### src/rtl/utf8s_pkg.sv
`timescale 1ns / 1ps
`default_nettype none

package utf8s_pkg;

  // Replacement sequence EF BF BD, indexed in order of emission.
  localparam logic [2:0][7:0] REPL_BYTES = {8'hBD, 8'hBF, 8'hEF};

  // Continuation bytes still needed after a lead byte.
  localparam logic [1:0] NEED_NONE  = 2'd0;
  localparam logic [1:0] NEED_ONE   = 2'd1;
  localparam logic [1:0] NEED_TWO   = 2'd2;
  localparam logic [1:0] NEED_THREE = 2'd3;

  // Output work produced by one input item: a number of replacement
  // sequences followed by a number of literal bytes.
  typedef struct packed {
    logic [2:0]      rep_cnt;
    logic [2:0]      lit_cnt;
    logic [3:0][7:0] lit;
    logic            last;
  } job_t;

endpackage

`default_nettype wire

### src/rtl/utf8s_decode.sv
`timescale 1ns / 1ps
`default_nettype none

module utf8s_decode (
  input  wire logic             clk_i,
  input  wire logic             rst_ni,
  input  wire logic             accept_i,
  input  wire logic [7:0]       byte_i,
  input  wire logic             last_i,
  output utf8s_pkg::job_t       job_o,
  output logic                  has_output_o
);

  logic [2:0][7:0] held_q, held_d;
  logic [1:0]      held_cnt_q, held_cnt_d;
  logic [1:0]      seq_len_q, seq_len_d;

  logic            is_cont;
  logic [1:0]      need;
  logic [2:0]      rep_pre;

  // Classify the incoming byte.
  assign is_cont = (byte_i[7:6] == 2'b10);

  always_comb begin
    if (byte_i[7:5] == 3'b110) begin
      need = utf8s_pkg::NEED_ONE;
    end else if (byte_i[7:4] == 4'b1110) begin
      need = utf8s_pkg::NEED_TWO;
    end else if (byte_i[7:3] == 5'b11110) begin
      need = utf8s_pkg::NEED_THREE;
    end else begin
      need = utf8s_pkg::NEED_NONE;
    end
  end

  // Work out the output job and the next holding state.
  always_comb begin
    job_o.rep_cnt = 3'd0;
    job_o.lit_cnt = 3'd0;
    job_o.lit     = {4{byte_i}};
    job_o.last    = last_i;
    held_d        = held_q;
    held_cnt_d    = held_cnt_q;
    seq_len_d     = seq_len_q;
    rep_pre       = (seq_len_q != 2'd0) ? {1'b0, held_cnt_q} : 3'd0;

    if (seq_len_q != 2'd0 && is_cont) begin
      if (held_cnt_q == seq_len_q) begin
        // Sequence complete: held bytes followed by this byte.
        for (int k = 0; k < 3; k++) begin
          if (k < int'(held_cnt_q)) begin
            job_o.lit[k] = held_q[k];
          end
        end
        job_o.lit_cnt = {1'b0, held_cnt_q} + 3'd1;
        held_cnt_d    = 2'd0;
        seq_len_d     = 2'd0;
      end else if (last_i || held_cnt_q == 2'd3) begin
        // String ends inside a sequence: every byte is replaced.
        job_o.rep_cnt = {1'b0, held_cnt_q} + 3'd1;
        held_cnt_d    = 2'd0;
        seq_len_d     = 2'd0;
      end else begin
        held_d[held_cnt_q] = byte_i;
        held_cnt_d         = held_cnt_q + 2'd1;
      end
    end else begin
      // Any held bytes are broken; then the byte is handled afresh.
      held_cnt_d = 2'd0;
      seq_len_d  = 2'd0;
      if (!byte_i[7]) begin
        job_o.rep_cnt = rep_pre;
        job_o.lit_cnt = 3'd1;
      end else if (need != utf8s_pkg::NEED_NONE && !last_i) begin
        job_o.rep_cnt = rep_pre;
        held_d[0]     = byte_i;
        held_cnt_d    = 2'd1;
        seq_len_d     = need;
      end else begin
        job_o.rep_cnt = rep_pre + 3'd1;
      end
    end
  end

  assign has_output_o = (job_o.rep_cnt != 3'd0) || (job_o.lit_cnt != 3'd0);

  // Holding state, updated on every input transfer.
  always_ff @(posedge clk_i or negedge rst_ni) begin
    if (!rst_ni) begin
      held_cnt_q <= 2'd0;
      seq_len_q  <= 2'd0;
    end else if (accept_i) begin
      held_cnt_q <= held_cnt_d;
      seq_len_q  <= seq_len_d;
    end
  end

  always_ff @(posedge clk_i) begin
    if (accept_i) begin
      held_q <= held_d;
    end
  end

endmodule

`default_nettype wire

### src/rtl/utf8s_emit.sv
`timescale 1ns / 1ps
`default_nettype none

module utf8s_emit (
  input  wire logic            clk_i,
  input  wire logic            rst_ni,
  input  wire logic            load_i,
  input  utf8s_pkg::job_t      job_i,
  output logic                 job_free_o,
  output logic                 out_valid_o,
  input  wire logic            out_ready_i,
  output logic [7:0]           out_byte_o,
  output logic                 run_last_o,
  output logic                 string_end_o
);

  logic            busy_q, busy_d;
  logic [2:0]      rep_q, rep_d;
  logic [1:0]      tri_q, tri_d;
  logic [2:0]      lit_cnt_q;
  logic [1:0]      idx_q, idx_d;
  logic [3:0][7:0] lit_q;
  logic            last_q;

  logic            step;
  logic            final_byte;
  logic [7:0]      cur_byte;

  // Byte the sequencer presents this cycle.
  assign cur_byte   = (rep_q != 3'd0) ? utf8s_pkg::REPL_BYTES[tri_q] : lit_q[idx_q];
  assign final_byte = (rep_q != 3'd0)
                      ? (rep_q == 3'd1 && tri_q == 2'd2 && lit_cnt_q == 3'd0)
                      : ({1'b0, idx_q} + 3'd1 == lit_cnt_q);
  assign step       = busy_q && (!out_valid_o || out_ready_i);
  assign job_free_o = !busy_q || (step && final_byte);

  // Sequencer advance and job load.
  always_comb begin
    busy_d = busy_q;
    rep_d  = rep_q;
    tri_d  = tri_q;
    idx_d  = idx_q;
    if (step) begin
      if (final_byte) begin
        busy_d = 1'b0;
      end else if (rep_q != 3'd0) begin
        if (tri_q == 2'd2) begin
          tri_d = 2'd0;
          rep_d = rep_q - 3'd1;
        end else begin
          tri_d = tri_q + 2'd1;
        end
      end else begin
        idx_d = idx_q + 2'd1;
      end
    end
    if (load_i) begin
      busy_d = 1'b1;
      rep_d  = job_i.rep_cnt;
      tri_d  = 2'd0;
      idx_d  = 2'd0;
    end
  end

  always_ff @(posedge clk_i or negedge rst_ni) begin
    if (!rst_ni) begin
      busy_q <= 1'b0;
      rep_q  <= 3'd0;
      tri_q  <= 2'd0;
      idx_q  <= 2'd0;
    end else begin
      busy_q <= busy_d;
      rep_q  <= rep_d;
      tri_q  <= tri_d;
      idx_q  <= idx_d;
    end
  end

  always_ff @(posedge clk_i) begin
    if (load_i) begin
      lit_cnt_q <= job_i.lit_cnt;
      lit_q     <= job_i.lit;
      last_q    <= job_i.last;
    end
  end

  // Output register.
  always_ff @(posedge clk_i or negedge rst_ni) begin
    if (!rst_ni) begin
      out_valid_o <= 1'b0;
    end else if (step) begin
      out_valid_o <= 1'b1;
    end else if (out_ready_i) begin
      out_valid_o <= 1'b0;
    end
  end

  always_ff @(posedge clk_i) begin
    if (step) begin
      out_byte_o   <= cur_byte;
      run_last_o   <= final_byte;
      string_end_o <= final_byte && last_q;
    end
  end

endmodule

`default_nettype wire

### src/rtl/utf8_sanitizer.sv
`timescale 1ns / 1ps
`default_nettype none

// Channel  Direction  Handshake                  Payload
// in       input      in_valid_i / in_ready_o    in_byte_i, in_last_i
// out      output     out_valid_o / out_ready_i  out_byte_o, run_last_o, string_end_o
//
// One output byte leaves per cycle while out_ready_i is high; an input item
// occupies the byte sequencer until all the bytes it produces (0 to 12) have
// left it, and an item that produces no bytes does not occupy it at all.
// The sequencer feeds a one-entry output register, so a new item is taken
// in the cycle its predecessor's final byte moves to that register.
// Reset clears the holding state and both valid flags; out_ready_i low
// stalls the sequencer and, through it, the input.

module utf8_sanitizer (
  input  wire logic       clk_i,
  input  wire logic       rst_ni,
  input  wire logic       in_valid_i,
  output logic            in_ready_o,
  input  wire logic [7:0] in_byte_i,
  input  wire logic       in_last_i,
  output logic            out_valid_o,
  input  wire logic       out_ready_i,
  output logic [7:0]      out_byte_o,
  output logic            run_last_o,
  output logic            string_end_o
);

  utf8s_pkg::job_t job;
  logic            has_output;
  logic            in_xfer;
  logic            job_free;

  assign in_ready_o = job_free;
  assign in_xfer    = in_valid_i && in_ready_o;

  // Classification and holding state.
  utf8s_decode u_decode (
    .clk_i        (clk_i),
    .rst_ni       (rst_ni),
    .accept_i     (in_xfer),
    .byte_i       (in_byte_i),
    .last_i       (in_last_i),
    .job_o        (job),
    .has_output_o (has_output)
  );

  // Byte sequencer and output register.
  utf8s_emit u_emit (
    .clk_i        (clk_i),
    .rst_ni       (rst_ni),
    .load_i       (in_xfer && has_output),
    .job_i        (job),
    .job_free_o   (job_free),
    .out_valid_o  (out_valid_o),
    .out_ready_i  (out_ready_i),
    .out_byte_o   (out_byte_o),
    .run_last_o   (run_last_o),
    .string_end_o (string_end_o)
  );

endmodule

`default_nettype wire

### config.mk
export PLATFORM = sky130hd
export DESIGN_NAME = utf8_sanitizer
export DESIGN_NICKNAME = d
export VERILOG_FILES = /design/src/rtl/utf8s_pkg.sv /design/src/rtl/utf8s_decode.sv /design/src/rtl/utf8s_emit.sv /design/src/rtl/utf8_sanitizer.sv
export SDC_FILE = /design/constraint.sdc
export NUM_CORES = 1
export LEC_CHECK = 0
export BUFFER_PORTS_ARGS = -buffer_cell sky130_fd_sc_hd__buf_2
export CORE_UTILIZATION = 61
export DETAILED_ROUTE_END_ITERATION = 10
export HOLD_SLACK_MARGIN = 0.1
export PLACE_DENSITY = 0.92
export SETUP_SLACK_MARGIN = 0.05
export SYNTH_ARGS = -nofsm -noshare
export SYNTH_HDL_FRONTEND = slang
export SYNTH_HIERARCHICAL = 1
export SYNTH_SLANG_ARGS = --single-unit
### constraint.sdc
create_clock -name clk_i -period 6 [get_ports clk_i]
set_input_delay 0.3 -clock clk_i [delete_from_list [all_inputs] [get_ports clk_i]]
set_output_delay 0.3 -clock clk_i [all_outputs]
set_load 0.02 [all_outputs]
Word level (Yosys, flattened, before mapping):

Cells that the tools add are included.

* register bits after elaboration: 83
* input bits: 13
* word-level logic and storage cells: 145
* output and inout bits: 12

* $lt $le $gt $ge: 7
* add/sub/neg operators: 7
* equal/unequal tests: 14
* reduce and logical (&&, ||, !) cells: 37
* muxes and demuxes: 59
* bitwise logic cells: 2

Operators with widths (count)
* two-way mux 8 bit: 12
* two-way mux 24 bit: 2
* two-way mux 2 bit: 22
* binary-select mux 8 bit (select 2 bit): 2
* two-way mux 3 bit: 10
* bitwise mux 24 bit: 1
* nonzero test 2 bit: 9
* demux 8 bit (select 2 bit): 1
* logical AND 1 bit: 10
* less-than comparator 2 x 3 -> 1 bit (second input constant): 3
* nonzero test 3 bit: 3
* two-way mux 1 bit: 8
* AND reduction 4 bit: 2
* adder 2 x 1 -> 2 bit (second input constant): 3
* adder 2 x 1 -> 3 bit (second input constant): 2
* equality test 2 bit (second input constant): 3
* two-way mux 6 bit: 1
* AND reduction 3 bit: 2
* equality test 5 bit (second input constant): 1
* AND reduction 5 bit: 1
* equality test 4 bit (second input constant): 1
* logical OR 1 bit: 4
* less-than comparator 1 x 2 -> 1 bit (first input constant): 2
* inequality test 2 x 1 -> 1 bit (second input constant): 2
* 14 further kinds: 19

Longest topological paths before layout:

* depth after elaboration: 14
* gate-level depth with buffers: 14
* mapped depth without buffers: 12

Modules after synthesis:

The synthesis kept the hierarchy.

Modules (own cells, without submodules)
* utf8s_emit: instances 1, seq. area each 1606.5 um^2, cells an instance 142, area an instance 2341.0 um^2
* utf8s_decode: instances 1, seq. area each 820.8 um^2, cells an instance 154, area an instance 1846.8 um^2
* utf8_sanitizer: instances 1, seq. area each 0.0 um^2, cells an instance 2, area an instance 12.5 um^2

Least setup slack after synthesis:

OpenSTA, ideal clock, no wires.

* path type: reg-to-reg
* start: register u_emit.rep_q[1]
* end: register u_emit.idx_q[0]
* setup time: 0.125 ns
* stages on the path, launching flop included: 11
* path slack: 2.640 ns
* path buffers: 1
* data arrival time: 3.236 ns
* period minus slack after synthesis: 3.360 ns
* data required time: 5.875 ns
* cell sequence: dfrtp_1 -> inv_1 -> ha_1 -> or4b_4 -> nor3_2 -> o21ai_1 -> nand2_1 -> and3_1 -> clkbuf_1 -> nor2_1 -> mux2_2

* cells in the longest elaborated chain, start to end: 10
* elaborated cells between the ends (all ways): 14
* those cells by class: 3 x eq/ne; 2 x mux; 9 x reduce/logical

RTL lines
* start, declared: RTL line utf8s_emit.sv:18 `logic [2:0] rep_q, rep_d;`
* start signal, assigned: RTL line utf8s_emit.sv:73 `rep_q <= rep_d;`
* equality test 3 x 1 -> 1 bit: RTL line utf8s_emit.sv:32 `? (rep_q == 3'd1 && tri_q == 2'd2 && lit_cnt_q == 3'd0)`
* logical AND 1 bit (2 in a row): RTL line utf8s_emit.sv:32
* two-way mux 1 bit (*): RTL line utf8s_emit.sv:32
* logical AND 1 bit (*): RTL line utf8s_emit.sv:35 `assign job_free_o = !busy_q || (step && final_byte);`
* logical OR 1 bit (*): RTL line utf8s_emit.sv:35
* named net in_ready_o: RTL line utf8_sanitizer.sv:20 `output logic in_ready_o,`
* logical AND 1 bit (*): RTL line utf8_sanitizer.sv:36 `assign in_xfer = in_valid_i && in_ready_o;`
* logical AND 1 bit (*): RTL line utf8_sanitizer.sv:53 `.load_i (in_xfer && has_output),`
* inequality test 2 x 1 -> 1 bit (no source line) / nonzero test 2 bit (equally long branches)
* AND reduction 3 bit (no source line)
* end signal, assigned: RTL line utf8s_emit.sv:75 `idx_q <= idx_d;`
* end, declared: RTL line utf8s_emit.sv:21 `logic [1:0] idx_q, idx_d;`

The timed path passes the listed nets; every way through them passes the cells marked *.
A chain may end at the register's enable or synchronous reset.

Final worst setup path:

* start: register u_emit.idx_q[0]
* end: register u_emit.idx_q[0]

* cells in the longest elaborated chain, start to end: 9
* elaborated cells between the ends (all ways): 16
* those cells by class: 2 x add/sub; 3 x eq/ne; 5 x mux; 6 x reduce/logical

RTL lines
* adder 2 x 1 -> 3 bit: RTL line utf8s_emit.sv:33 `: ({1'b0, idx_q} + 3'd1 == lit_cnt_q);`
* equality test 3 bit: RTL line utf8s_emit.sv:33
* two-way mux 1 bit: RTL line utf8s_emit.sv:32
* logical AND 1 bit: RTL line utf8s_emit.sv:35
* logical OR 1 bit: RTL line utf8s_emit.sv:35
* logical AND 1 bit: RTL line utf8_sanitizer.sv:36
* logical AND 1 bit: RTL line utf8_sanitizer.sv:53
* inequality test 2 x 1 -> 1 bit (no source line) / nonzero test 2 bit (equally long branches)
* AND reduction 3 bit (no source line)

Several ways; a longest one is shown, not always the timed one. The select of a mux whose other input is x is not followed.

==> run summary <==
Status: finished with violations
Failing checks: DRC
Fin Clk Skew: 0.01174 ns
Core area: 0.006495 mm^2
Crit path max fanout: 50
Inserted Diodes: 0
Clock power frac: 23.8%
# H-tree levels: 3
Place WS: 2.678 ns
Largest family of logic cells by synthesized area: multiplexers
Largest net degree at the start of global routing: 51
Hold Path Class: primary input to register
Die area: 0.007222 mm^2
Max transition margin: 34.46%
Worst Setup Start Kind: register
Worst setup EP type: register
Fraction of the cycle the final worst path needs: 55.05%
Synth Area in Adders: 4.468%
PD cells: 409.1 mW/mm^2
Initial antenna violation count: 0
Clock Sinks: 83
Synth Warn #: 6
Clk pin slew, worst setup/hold paths: 0.08 ns
Antenna-violating nets left: 0
Critical setup path kind: register to register
Setup total negative slack: 0 ns
Max Freq: 0.3028 GHz
Synth Area in Simple Gates: 11.02%
Fin crit period: 3.303 ns
CTS buffer count: 9
Area growth from synthesis to layout: 7.149%
Power Internal: 1237 uW
Mux share of post-synthesis cell area: 13.79%
Synthesis-stage register bit count: 83
Post-synth EDFFs: 70
Combinational Power Share: 29.6%
Vias: 2,389
Initial DRC count: 128
Switching Share: 32.81%
Post-CTS Setup Bufs: 0
Critical path data arrival time: 3.53 ns
Gr usage total: 22.29%
Vias/cell: 6.033
Reg power frac: 46.7%
Largest stage delay on the critical path: 0.85 ns
GPL Wtd Cong: 0.8786
Max-cap violation count: 0
P_sw: 604.1 uW
Starting Density: 64.67%
Syn_area_per_cell: 14.09 um^2
Compound-cell area share of the yosys netlist: 7.060%
CP Cell Sequence: ha_1 -> xor2_1 -> nor4_1 -> o21ai_1 -> nand2_1 -> and3_2 -> nor2_1 -> mux2_2
XOR/XNOR Fraction of Synth Area: 1.013%
Root Buffer: clkbuf_8
Yosys cell types: 58
Crit-path slowest cell: and3_2
Final Hold Fails: 0
Later-pin clock latency in the skew report: 0.35 ns
# IOs: 25
Vias in the first global route: 2,384
Post-Route WL: 7.301 mm
Clock buffer depth: 2
Max-slew violation count: 0
Mapped Area: 0.004200 mm^2
Top_reg_cell synth: edfxtp_1
Fin nets: 342
RSZ-0062 raised after global routing: no
# setup viols final: 0
WP data required: 6.23 ns
Post-cts sizing count: 0
Avg WL per Cell: 18.44 um
Num rows: 29
DRC errors left: 2
Synth Instances: 298
Syn_nets: 326
Maximum vdd ir drop: 0.2192 mV
CTS tree: built
Port Buffers: 24
Final setup margin: 2.697 ns
Share of layout cells above drive strength 1: 29.15%
Slew @ Worst Pin: 0.9831 ns
DIE HEIGHT: 84.98 um
LEAKAGE: 0.001660 uW
HPWL Detailed: 5.098 mm
Drt first pass iters: 7
First-pass GRT wire length: 11.93 mm
Sequential area share after synthesis: 57.79%
Die width: 84.98 um
Asr flop ratio synth: 15.66%
Grt total ovfl: 0
## metrics by stage
stage / power [uW] / hold slack, ns / instance area [um^2] / instances / utilization [%]
after floorplan: 1284 / 0.004409 / 4200 / 298 / -
after global placement: 1377 / 0.2088 / 4267 / 379 / 65.69
after detailed placement: 1415 / 0.2120 / 4267 / 379 / 65.69
after CTS: 1853 / 0.1662 / 4501 / 396 / 69.29
after global routing: 1948 / 0.1581 / 4501 / 396 / 69.29
final: 1841 / 0.1837 / 4501 / 396 / 69.29
## cell type report
class / count / area [um^2]
clock buffers: 9 / 123.9
inverters: 14 / 52.55
well taps: 77 / 96.34
flip-flops and latches: 83 / 2427
clock inverters: 7 / 100.1
fillers: 416 / 1994
multi-input cells: 181 / 1570
repair buffers: 25 / 130.1
## placed cells by master (no fill, tap or decap), types with 3 or more instances in the layout
cell       n
edfxtp_1  70
mux2_2    28
buf_2     24
nor2_1    15
ha_1      15
inv_1     14
nand2_1   13
dfrtp_1   13
nand2b_1  12
clkbuf_8   9
o21ai_0    9
mux4_2     8
and2_1     7
mux2i_1    5
o211ai_1   5
nor2b_1    4
nand3_1    4
a21oi_1    4
nor3_1     3
a31oi_1    3
mux2_1     3
a21o_1     3
## state kept, by name (all words and copies together), names as in the netlist
signal               flops
u_decode/held_cnt_q      2
u_decode/held_q         24
u_decode/seq_len_q       2
u_emit/busy_q            1
u_emit/idx_q             2
u_emit/last_q            1
u_emit/lit_cnt_q         3
u_emit/lit_q            32
u_emit/out_byte_o        8
u_emit/out_valid_o       1
u_emit/rep_q             3
u_emit/run_last_o        1
u_emit/string_end_o      1
u_emit/tri_q             2
## synth_stat cells, types with 2 or more instances
master	instances	area (um^2)
edfxtp_1	70	2102
mux2_2	28	315.3
ha_1	15	187.7
nor2_1	15	56.30
inv_1	14	52.55
dfrtp_1	13	325.3
nand2_1	13	48.80
buf_4	12	90.09
nand2b_1	12	75.07
o21ai_0	9	45.04
mux4_2	8	180.2
and2_1	7	43.79
mux2i_1	5	50.05
o211ai_1	5	37.54
a21oi_1	4	20.02
buf_6	4	45.04
nand3_1	4	20.02
nor2b_1	4	25.02
a21o_1	3	22.52
a31oi_1	3	18.77
and3_1	3	18.77
clkbuf_1	3	11.26
mux2_1	3	33.78
nor3_1	3	15.01
a31o_2	2	17.52
nor2_2	2	12.51
nor3_2	2	20.02
xor2_1	2	17.52
## final timing paths
path	depth (start not counted)	from	to	slack [ns]
min in group asynchronous	2	rst_ni	u_emit/rep_q[1]$_DFFE_PN0P_	0.37
setup / recovery	8	u_emit/idx_q[0]$_DFFE_PN0P_	u_emit/idx_q[0]$_DFFE_PN0P_	2.70
hold reg to reg	1	u_decode/held_q[7]$_SDFFCE_PN1P_	u_decode/held_q[7]$_SDFFCE_PN1P_	0.55
max in group asynchronous	2	rst_ni	u_decode/seq_len_q[1]$_DFFE_PN0P_	5.37
setup reg to reg	8	u_emit/idx_q[0]$_DFFE_PN0P_	u_emit/idx_q[0]$_DFFE_PN0P_	2.70
hold / removal	1	in_last_i	u_emit/last_q$_DFFE_PP_	0.18
## critical path: cells and delay by family, from the launching register on
kind                     cells  cell delay, ns
AO/OA/AOI/OAI                1            0.14
XOR/XNOR                     1            0.19
adder cells (fa/ha/maj)      1            0.37
flip-flops                   1            0.76
multiplexers                 1            0.30
AND/OR/NAND/NOR              4            1.42
## kinds of logic after synthesis
family | after synthesis
adder cells (fa/ha/maj) | 15
AO/OA/AOI/OAI | 40
AND/OR/NAND/NOR | 78
flip-flops | 83
XOR/XNOR | 4
multiplexers | 44
buffers and inverters | 34
## what timing repair did
item                                    4_1_cts  5_1_grt
endpoints found under the hold margin        13        0
hold buffers                                  1        0
endpoints found under the setup margin        0        0
## power by group through the flow
stage	logic [uW]	clock network, uW	registers (uW)
5_1_grt	601	472	875
3_3_place_gp	514	0	863
2_1_floorplan	420	0	864
4_1_cts	547	445	861
3_5_place_dp	541	0	873
6_report	544	438	859
## routing by layer
metal | share of wire [%] | track usage, % | wire (um)
met3 | 4.9 | 6.128 | 358
met1 | 42 | 28.01 | 3100
met2 | 51 | 37.54 | 3725
met5 | 0 | 0 | 0
met4 | 1.6 | 7.550 | 116
Power figures use the tool's default switching activity.
